`config.mk`:
```
export PLATFORM = sky130hd
export DESIGN_NAME = fletcher_framed_message_checker_unit_flat
export DESIGN_NICKNAME = d
export VERILOG_FILES = /design/src/rtl/core/fmc_pkg.sv /design/src/rtl/core/fmc_stream_if.sv /design/src/rtl/core/fmc_frame_state.sv /design/src/rtl/core/fletcher_framed_message_checker_unit.sv /design/src/flat_wrapper.sv
export SDC_FILE = /design/constraint.sdc
export NUM_CORES = 1
export LEC_CHECK = 0
export BUFFER_PORTS_ARGS = -buffer_cell sky130_fd_sc_hd__clkbuf_2
export CORE_MARGIN = 5
export CORE_UTILIZATION = 50
export DETAILED_ROUTE_END_ITERATION = 16
export PLACE_DENSITY = 0.75
export SLEW_MARGIN = 30
export SYNTH_ARGS = -nofsm -noshare
export SYNTH_HDL_FRONTEND = slang
export SYNTH_SLANG_ARGS = --single-unit
```
`constraint.sdc`:
```
create_clock -name clk -period 2.4 [get_ports clk]
set_input_delay 0.12 -clock clk [delete_from_list [all_inputs] [get_ports clk]]
set_output_delay 0.12 -clock clk [all_outputs]
set_load 0.01 [all_outputs]
```
`src/rtl/core/fmc_pkg.sv`:
```
`timescale 1ns / 1ps

package fmc_pkg;

  localparam logic [7:0]  NEWLINE_CHAR  = 8'd10;
  localparam logic [7:0]  DIGIT_MAX     = 8'd57;
  localparam logic [15:0] ASCII_ZERO    = 16'd48;
  localparam logic [15:0] ALPHA_OFFSET  = 16'd87;
  localparam logic [8:0]  FLETCHER_MOD  = 9'd255;

  localparam logic [3:0] POS_HDR_FIRST  = 4'd1;
  localparam logic [3:0] POS_HDR_LAST   = 4'd4;
  localparam logic [3:0] POS_SUM_START  = 4'd5;
  localparam logic [3:0] POS_TID_FIRST  = 4'd6;
  localparam logic [3:0] POS_TID_LAST   = 4'd8;
  localparam logic [3:0] POS_MIN_LAST   = 4'd9;
  localparam logic [3:0] POS_PAYLOAD    = 4'd10;

  typedef struct packed {
    logic [7:0] data_byte;
    logic       end_of_message;
  } msg_item_t;

  typedef struct packed {
    logic        payload_valid;
    logic [7:0]  payload_byte;
    logic        frame_done;
    logic        checksum_good;
    logic [15:0] transaction_id;
    logic [15:0] received_sum;
    logic [15:0] computed_sum;
  } result_item_t;

  // one step of the frame tracker
  typedef struct packed {
    logic      step;
    msg_item_t item;
  } step_req_t;

  typedef struct packed {
    logic         emit;
    result_item_t item;
  } step_rsp_t;

  // bytes are taken as signed: top half maps to b - 304
  function automatic logic [15:0] hex_digit(input logic [7:0] b);
    logic [15:0] d;
    if (b[7]) begin
      d = {8'hFF, b} - ASCII_ZERO;
    end else if (b <= DIGIT_MAX) begin
      d = {8'h00, b} - ASCII_ZERO;
    end else begin
      d = {8'h00, b} - ALPHA_OFFSET;
    end
    return d;
  endfunction

  // operands below 255 on a, so one subtract suffices
  function automatic logic [7:0] mod255_add(input logic [7:0] a, input logic [7:0] b);
    logic [8:0] s;
    s = {1'b0, a} + {1'b0, b};
    if (s >= FLETCHER_MOD) begin
      s = s - FLETCHER_MOD;
    end
    return s[7:0];
  endfunction

endpackage

```
`src/rtl/core/fmc_stream_if.sv`:
```
`timescale 1ns / 1ps

interface fmc_stream_if #(
  parameter type payload_t = logic
);
  logic     valid;
  logic     ready;
  payload_t payload;

  modport source (output valid, output payload, input ready);
  modport sink   (input valid, input payload, output ready);
endinterface

```
`src/rtl/core/fmc_frame_state.sv`:
```
`timescale 1ns / 1ps

module fmc_frame_state import fmc_pkg::*; (
  input  logic      clk,
  input  logic      rst,
  input  step_req_t req,
  output step_rsp_t rsp
);

  logic [3:0]  byte_position;
  logic [15:0] header_sum_acc;
  logic [15:0] tid_acc;
  logic [7:0]  first_sum;
  logic [7:0]  second_sum;
  logic        newline_seen;

  logic [3:0]  byte_position_next;
  logic [15:0] header_sum_acc_next;
  logic [15:0] tid_acc_next;
  logic [7:0]  first_sum_next;
  logic [7:0]  second_sum_next;
  logic        newline_seen_next;

  logic [7:0]  b;
  logic        fwd;
  logic        last;
  logic [15:0] comp;

  always_comb begin
    b    = req.item.data_byte;
    last = req.item.end_of_message;
    fwd  = (byte_position >= POS_PAYLOAD);

    header_sum_acc_next = header_sum_acc;
    tid_acc_next        = tid_acc;
    first_sum_next      = first_sum;
    second_sum_next     = second_sum;
    newline_seen_next   = newline_seen;

    if (byte_position >= POS_HDR_FIRST && byte_position <= POS_HDR_LAST) begin
      header_sum_acc_next = {header_sum_acc[11:0], 4'h0} + hex_digit(b);
    end else if (byte_position >= POS_TID_FIRST && byte_position <= POS_TID_LAST) begin
      tid_acc_next = {tid_acc[11:0], 4'h0} + hex_digit(b);
    end

    if (byte_position >= POS_SUM_START && !newline_seen) begin
      if (b == NEWLINE_CHAR) begin
        newline_seen_next = 1'b1;
      end else begin
        first_sum_next  = mod255_add(first_sum, b);
        second_sum_next = mod255_add(second_sum, first_sum_next);
      end
    end

    byte_position_next = fwd ? byte_position : byte_position + 4'd1;
    comp = {second_sum_next, first_sum_next};

    rsp.emit = fwd || last;
    rsp.item = '0;
    if (fwd) begin
      rsp.item.payload_valid = 1'b1;
      rsp.item.payload_byte  = b;
    end
    if (last) begin
      rsp.item.frame_done     = 1'b1;
      rsp.item.checksum_good  = (byte_position >= POS_MIN_LAST) &&
                                (comp == header_sum_acc_next);
      rsp.item.transaction_id = tid_acc_next;
      rsp.item.received_sum   = header_sum_acc_next;
      rsp.item.computed_sum   = comp;
    end
  end

  always_ff @(posedge clk) begin
    if (rst || (req.step && last)) begin
      byte_position  <= '0;
      header_sum_acc <= '0;
      tid_acc        <= '0;
      first_sum      <= '0;
      second_sum     <= '0;
      newline_seen   <= 1'b0;
    end else if (req.step) begin
      byte_position  <= byte_position_next;
      header_sum_acc <= header_sum_acc_next;
      tid_acc        <= tid_acc_next;
      first_sum      <= first_sum_next;
      second_sum     <= second_sum_next;
      newline_seen   <= newline_seen_next;
    end
  end

  a_pos_range: assert property (@(posedge clk) disable iff (rst)
    byte_position <= POS_PAYLOAD)
    else $error("byte position past payload start");

  a_sums_reduced: assert property (@(posedge clk) disable iff (rst)
    first_sum != 8'd255 && second_sum != 8'd255)
    else $error("fletcher sum not reduced");

  a_frame_restart: assert property (@(posedge clk) disable iff (rst)
    req.step && last |=> byte_position == '0 && !newline_seen)
    else $error("state not cleared after final byte");

endmodule

```
`src/rtl/core/fletcher_framed_message_checker_unit.sv`:
```
`timescale 1ns / 1ps

// channel   dir  payload          fields
// message   in   msg_item_t       data_byte, end_of_message
// result    out  result_item_t    payload_valid/byte, frame_done, checksum_good, tid, sums
//
// one byte per cycle sustained while the result is not stalled; a byte passes from the
// input register through the frame state into the result register
// bytes that give no result (header bytes that do not end the frame) retire without using the output
// rst is synchronous and clears both valid flags and the frame state
// a stalled result holds the input register when its byte gives a result; the input side still takes a byte
// while its register is empty or drains in the same cycle

module fletcher_framed_message_checker_unit import fmc_pkg::*; (
  input logic          clk,
  input logic          rst,
  fmc_stream_if.sink   message,
  fmc_stream_if.source result
);

  logic         s1_valid;
  msg_item_t    s1_item;
  logic         res_valid;
  result_item_t res_item;

  logic      out_free;
  logic      s1_advance;
  logic      take;
  step_req_t req;
  step_rsp_t rsp;

  assign out_free   = !res_valid || result.ready;
  assign s1_advance = s1_valid && (!rsp.emit || out_free);
  assign take       = message.valid && message.ready;

  assign message.ready = !s1_valid || s1_advance;

  assign req.step = s1_advance;
  assign req.item = s1_item;

  fmc_frame_state u_frame_state (
    .clk (clk),
    .rst (rst),
    .req (req),
    .rsp (rsp)
  );

  always_ff @(posedge clk) begin
    if (rst) begin
      s1_valid <= 1'b0;
    end else if (take) begin
      s1_valid <= 1'b1;
    end else if (s1_advance) begin
      s1_valid <= 1'b0;
    end
  end

  always_ff @(posedge clk) begin
    if (take) begin
      s1_item <= message.payload;
    end
  end

  always_ff @(posedge clk) begin
    if (rst) begin
      res_valid <= 1'b0;
    end else if (s1_advance && rsp.emit) begin
      res_valid <= 1'b1;
    end else if (result.ready) begin
      res_valid <= 1'b0;
    end
  end

  always_ff @(posedge clk) begin
    if (s1_advance && rsp.emit) begin
      res_item <= rsp.item;
    end
  end

  assign result.valid   = res_valid;
  assign result.payload = res_item;

  a_s1_hold: assert property (@(posedge clk) disable iff (rst)
    s1_valid && !s1_advance |=> s1_valid && $stable(s1_item))
    else $error("input register lost a stalled byte");

  a_good_needs_done: assert property (@(posedge clk) disable iff (rst)
    res_valid && res_item.checksum_good |-> res_item.frame_done)
    else $error("checksum verdict without frame end");

  a_payload_zero: assert property (@(posedge clk) disable iff (rst)
    res_valid && !res_item.payload_valid |-> res_item.payload_byte == 8'd0)
    else $error("payload byte set without payload flag");

  a_result_nonempty: assert property (@(posedge clk) disable iff (rst)
    res_valid |-> res_item.payload_valid || res_item.frame_done)
    else $error("empty result presented");

endmodule
```
`src/flat_wrapper.sv`:
```
// flat-port wrapper written by rule: the top's interface ports become plain ports
module fletcher_framed_message_checker_unit_flat import fmc_pkg::*;
  (clk, rst, message_valid, message_payload, message_ready, result_valid, result_payload, result_ready);
  fmc_stream_if message_i ();
  fmc_stream_if result_i ();
  input logic clk;
  input logic rst;
  input wire logic [$bits(message_i.valid)-1:0] message_valid;
  input wire logic [$bits(message_i.payload)-1:0] message_payload;
  output wire logic [$bits(message_i.ready)-1:0] message_ready;
  output wire logic [$bits(result_i.valid)-1:0] result_valid;
  output wire logic [$bits(result_i.payload)-1:0] result_payload;
  input wire logic [$bits(result_i.ready)-1:0] result_ready;
  assign message_i.valid = message_valid;
  assign message_i.payload = message_payload;
  assign message_ready = message_i.ready;
  assign result_valid = result_i.valid;
  assign result_payload = result_i.payload;
  assign result_i.ready = result_ready;
  fletcher_framed_message_checker_unit u_core (.clk(clk), .rst(rst), .message(message_i), .result(result_i));
endmodule
```
### Word level (Yosys, flattened, before mapping)

Cells that the tools add are included.

* input port bits: 5
* word-level logic and storage cells: 34
* bits in registers: 16

* $add $sub $neg: 2
* magnitude comparators: 3
* bitwise gates (word level): 1
* reduce and logical (&&, ||, !) cells: 15
* multiplexer cells: 7

Operators with widths (number)
* $mux W8: 3
* $ge A8 B8 Y1 const B: 1
* $sub A8 B8 Y8 const B: 1
* $logic_or A1 B1 Y1: 5
* $add A4 B1 Y4 const B: 1
* $ge A4 B3 Y1 const B: 1
* $ge A4 B4 Y1 const B: 1
* $logic_and A1 B1 Y1: 4
* $mux W1: 4
* $reduce_bool A2 Y1: 2
* $logic_not A1 Y1: 3
* $reduce_and A2 Y1: 1
* $not A1 Y1: 1

### Depth between registers and ports, before layout

* word-level depth: 8
* mapped depth: 6

### Hierarchy

A second synthesis with hierarchy kept.

* cell total of the unflattened synthesis: 833
* area, all modules: 6162.2 sq um

Modules (own cells, without submodules)
* fmc_frame_state: sequential area each 1061.0 sq um, area an instance 5994.5 sq um, cells each 818, instances 1
* fletcher_framed_message_checker_unit: sequential area each 100.1 sq um, area an instance 167.7 sq um, cells each 15, instances 1

### Worst setup path before layout

Ideal clock, no wire load.

* path type: flip-flop to flip-flop
* from: register u_core.u_frame_state.byte_position[1]
* to: register with a tool-made name
* arrival time: 1.662 ns
* path buffers: 0
* period minus slack after synthesis: 1.786 ns
* stages on the path, launching flop included: 7
* setup slack: 0.614 ns
* cells stage by stage: dfxtp_1 > inv_1 > ha_1 > or2b_2 > a21oi_1 > nor3_2 > mux2_1

RTL lines
* from (decl): line fmc_frame_state.sv:10 `logic [3:0] byte_position;`
* from (signal assigned): line fmc_frame_state.sv:83 `byte_position <= byte_position_next;`

### Worst setup path in the final report

* from: register u_core.u_frame_state.byte_position[0]
* to: output port message_ready

* longest elaborated chain between the ends: 6

RTL lines
* $ge A4 B4 Y1: line fmc_frame_state.sv:32 `fwd = (byte_position >= POS_PAYLOAD);`
* $logic_or A1 B1 Y1: line fmc_frame_state.sv:58 `rsp.emit = fwd || last;`
* $logic_not A1 Y1: line fletcher_framed_message_checker_unit.sv:33 `assign s1_advance = s1_valid && (!rsp.emit || out_free);`
* $logic_or A1 B1 Y1: line fletcher_framed_message_checker_unit.sv:33
* $logic_and A1 B1 Y1: line fletcher_framed_message_checker_unit.sv:33
* $logic_or A1 B1 Y1: line fletcher_framed_message_checker_unit.sv:36 `assign message.ready = !s1_valid || s1_advance;`
* to (decl): line flat_wrapper.sv:10 `output wire logic [$bits(message_i.ready)-1:0] message_ready;`

No other way between the ends.

==> flow_metrics.env <==
export IMPL_cts_path_max_buffers=2
export IMPL_required_ns=2.28
export IMPL_max_slew_margin_pct=68.2
export IMPL_gp_congestion=0.728
export IMPL_drive_above_1_share_pct=25.9
export IMPL_post_route_period_util_pct=83.9
export IMPL_rsz0062_at_grt="no"
export IMPL_cts_made_buffers=3
export IMPL_final_common_cell="dfxtp_1"
export IMPL_routed_wirelength_um=1200
export IMPL_die_h_um=49.4
export IMPL_core_mm2=0.00149
export IMPL_track_usage_pct=11.3
export IMPL_timing_fmax_mhz=497
export IMPL_use_met3_pct=2.75
export IMPL_timing_final_crit_period_ns=2.01
export IMPL_path_max_fanout=4
export IMPL_start_util_pct=52.0
export IMPL_nets=96
export IMPL_fin_setup_tns_ns=0
export IMPL_vias=547
export IMPL_dp_slack_ns=0.470
export IMPL_drt_initial_drc_count=5
export IMPL_yosys_cell_types_count=35
export IMPL_synth_nets=84
export IMPL_finClkSkew_ns=0.00484
export IMPL_crit_path_start_kind="flop"
export IMPL_cts_tree="built"
export IMPL_clk_pin_slew_ns=0.09
export IMPL_ir_drop_mv=0.341
export IMPL_diodes=0
export IMPL_hold_violations=0
export IMPL_maxCapViolCount=0
export IMPL_syn_area_um2=774
export IMPL_ys_seq_elements=16
export IMPL_crit_arrival_ns=1.89
export IMPL_hp_class="input pin to flop"
export IMPL_p_per_area_mw_per_mm2=566
export IMPL_remaining_drc_errors=0
export IMPL_cts_root_buf="clkbuf_4"
export IMPL_end_kind="output pin"
export IMPL_busiest_layer="met2"
export IMPL_io_pins=8
export IMPL_grt_max_degree=14
export IMPL_setup_violations=0
export IMPL_cp_top_family="compound AO/OA/AOI/OAI gates"
export IMPL_ys_top_cells_by_area="dfxtp_1 (36%), ha_1 (8.1%), edfxtp_1 (7.8%), nor3b_1 (5.8%), nor2_1 (3.4%)"
export IMPL_avgViaCountPerCell=5.42
export IMPL_path_class="flop to output pin"
export IMPL_fillCellCount=134
export IMPL_ant_nets=0
export IMPL_drt_pass1_iter_count=3
export IMPL_met1_usage_pct=14.2
export IMPL_post_cts_buffers=0
export IMPL_fin_ws_ns=0.387
export IMPL_hold_buffers=1
export IMPL_p_leak_nw=0.349
export IMPL_antenna_found_initial=0
export IMPL_synth_top_area_share_pct=36.2
export IMPL_slew_violations=0
export IMPL_final_cell_mix="dfxtp_1 (14), nor2_1 (7), clkbuf_2 (7)"
export IMPL_met2_usage_pct=17.8
export IMPL_die_w_um=49.4
export IMPL_die_area_mm2=0.00244
export IMPL_reg2reg_depth=6
export IMPL_hold_path_depth=2
export IMPL_area_growth_syn_to_layout_pct=11.6
export IMPL_worstSkewPairLatency_ns=0.28
export IMPL_cp_num_buf_inv=2
export IMPL_synth_top_area_cell="dfxtp_1"
export IMPL_cts_resized=0
export IMPL_min_to="u_core.s1_valid"
export IMPL_post_place_cells=96
export IMPL_grt_pass1_wl_um=2150
export IMPL_crit_path_max_incr_delay_ns=0.39
export IMPL_layout_cells_non_filler=101
export IMPL_path_cells="inv_1, ha_1, o31a_2, o21ai_0, or2_2, clkbuf_2"
export IMPL_grt_remaining_overflow=0
export IMPL_yosysWarnings=0
export IMPL_yosysSeqAreaShare_pct=43.9
export IMPL_tightest_slew_ns=0.472
export IMPL_wl_per_cell_um=11.8
export IMPL_io_buffers=7
export IMPL_netlist_instances=74
export IMPL_r2r_slack_ns=0.45
export IMPL_htree_levels=1
export IMPL_syn_avg_cell_area_um2=10.5
export IMPL_status="finished clean"
export IMPL_holdCritStartpoint="rst"
export IMPL_hpwl_um=922
export IMPL_r2r_start="u_core.u_frame_state.byte_position[1]"
export IMPL_slowest_stage="dfxtp_1"
export IMPL_num_rows=14
export IMPL_grt_pass1_vias=518
export IMPL_cts_sinks=16
cells by family (layout without fill, tap and decap cells):
family	after synthesis	in the layout	share of synthesized area (%)
simple gates	30	30	27.5
buf+inv	6	17	3.88
compound gates	13	13	11.6
fa+ha+maj	5	5	8.08
xor+xnor	2	2	2.26
mux	2	2	2.75
flops	16	16	43.9
where the power goes:
group / switching, mW / total, mW / internal [mW]
logic: 0.0170 / 0.0326 / 0.0157
clock network: 0.0827 / 0.175 / 0.0924
registers: 0.00634 / 0.282 / 0.275
total: 0.106 / 0.489 / 0.383
area by class of cell:
class	count	area, um2	area share [%]
multi-input combinational	52	404	46.7
timing repair buffer	8	45.0	5.21
tap	16	20.0	2.32
inverter	5	18.8	2.17
sequential	16	340	39.4
clock buffer	4	36.3	4.20
worst max-delay path by stage:
| stage | startpoint | end | slack (ns) | cells past startpoint |
|---|---|---|---|---|
| 2_1_floorplan | u_core.u_frame_state.byte_position[1] | flop | 0.61 | 6 |
| 3_3_place_gp | u_core.u_frame_state.byte_position[1] | flop | 0.53 | 6 |
| 3_5_place_dp | u_core.u_frame_state.byte_position[1] | flop | 0.47 | 6 |
| 4_1_cts | u_core.u_frame_state.byte_position[0] | message_ready | 0.38 | 6 |
| 5_1_grt | u_core.u_frame_state.byte_position[1] | flop | 0.24 | 6 |
| 6_report | u_core.u_frame_state.byte_position[0] | message_ready | 0.39 | 6 |
synthesized netlist by cell type:
master / instances
a21oi_1: 4
mux2i_1: 1
nor3b_1: 6
dfxtp_1: 14
nor3_2: 1
and4_2: 1
o31a_2: 1
buf_6: 1
nor2b_1: 1
or4_1: 1
a21boi_0: 1
and2_1: 1
o31ai_1: 2
or2_2: 1
a31o_2: 1
nand2b_2: 1
o21ai_0: 2
a31oi_1: 1
or2b_2: 1
ha_1: 5
or3_1: 1
nand4_4: 1
nor4_1: 1
o31ai_2: 1
and3_2: 1
nand4_1: 1
xor2_1: 1
inv_1: 5
nand3_1: 2
nand3b_1: 1
mux2_1: 1
edfxtp_1: 2
nor4_2: 1
xnor2_1: 1
nor2_1: 7
stage by stage:
stage / hold slack (ns) / cell area, um2 / power, mW / util (%)
global placement: 0.297 / 818 / 0.319 / 55.0
global route: 0.0152 / 865 / 0.510 / 58.1
CTS: 0.00689 / 865 / 0.497 / 58.1
detailed placement: 0.303 / 818 / 0.319 / 55.0
floorplan: 0.189 / 774 / 0.311 / -
finish: 0.0161 / 865 / 0.489 / 58.1
routing by layer:
layer  up-vias  wire length (um)
li1        290                 -
met1       251               600
met2         4               544
met3         2                25
met4         0                24
met5         -                 0
No activity file was read; power rests on OpenSTA's default activity.
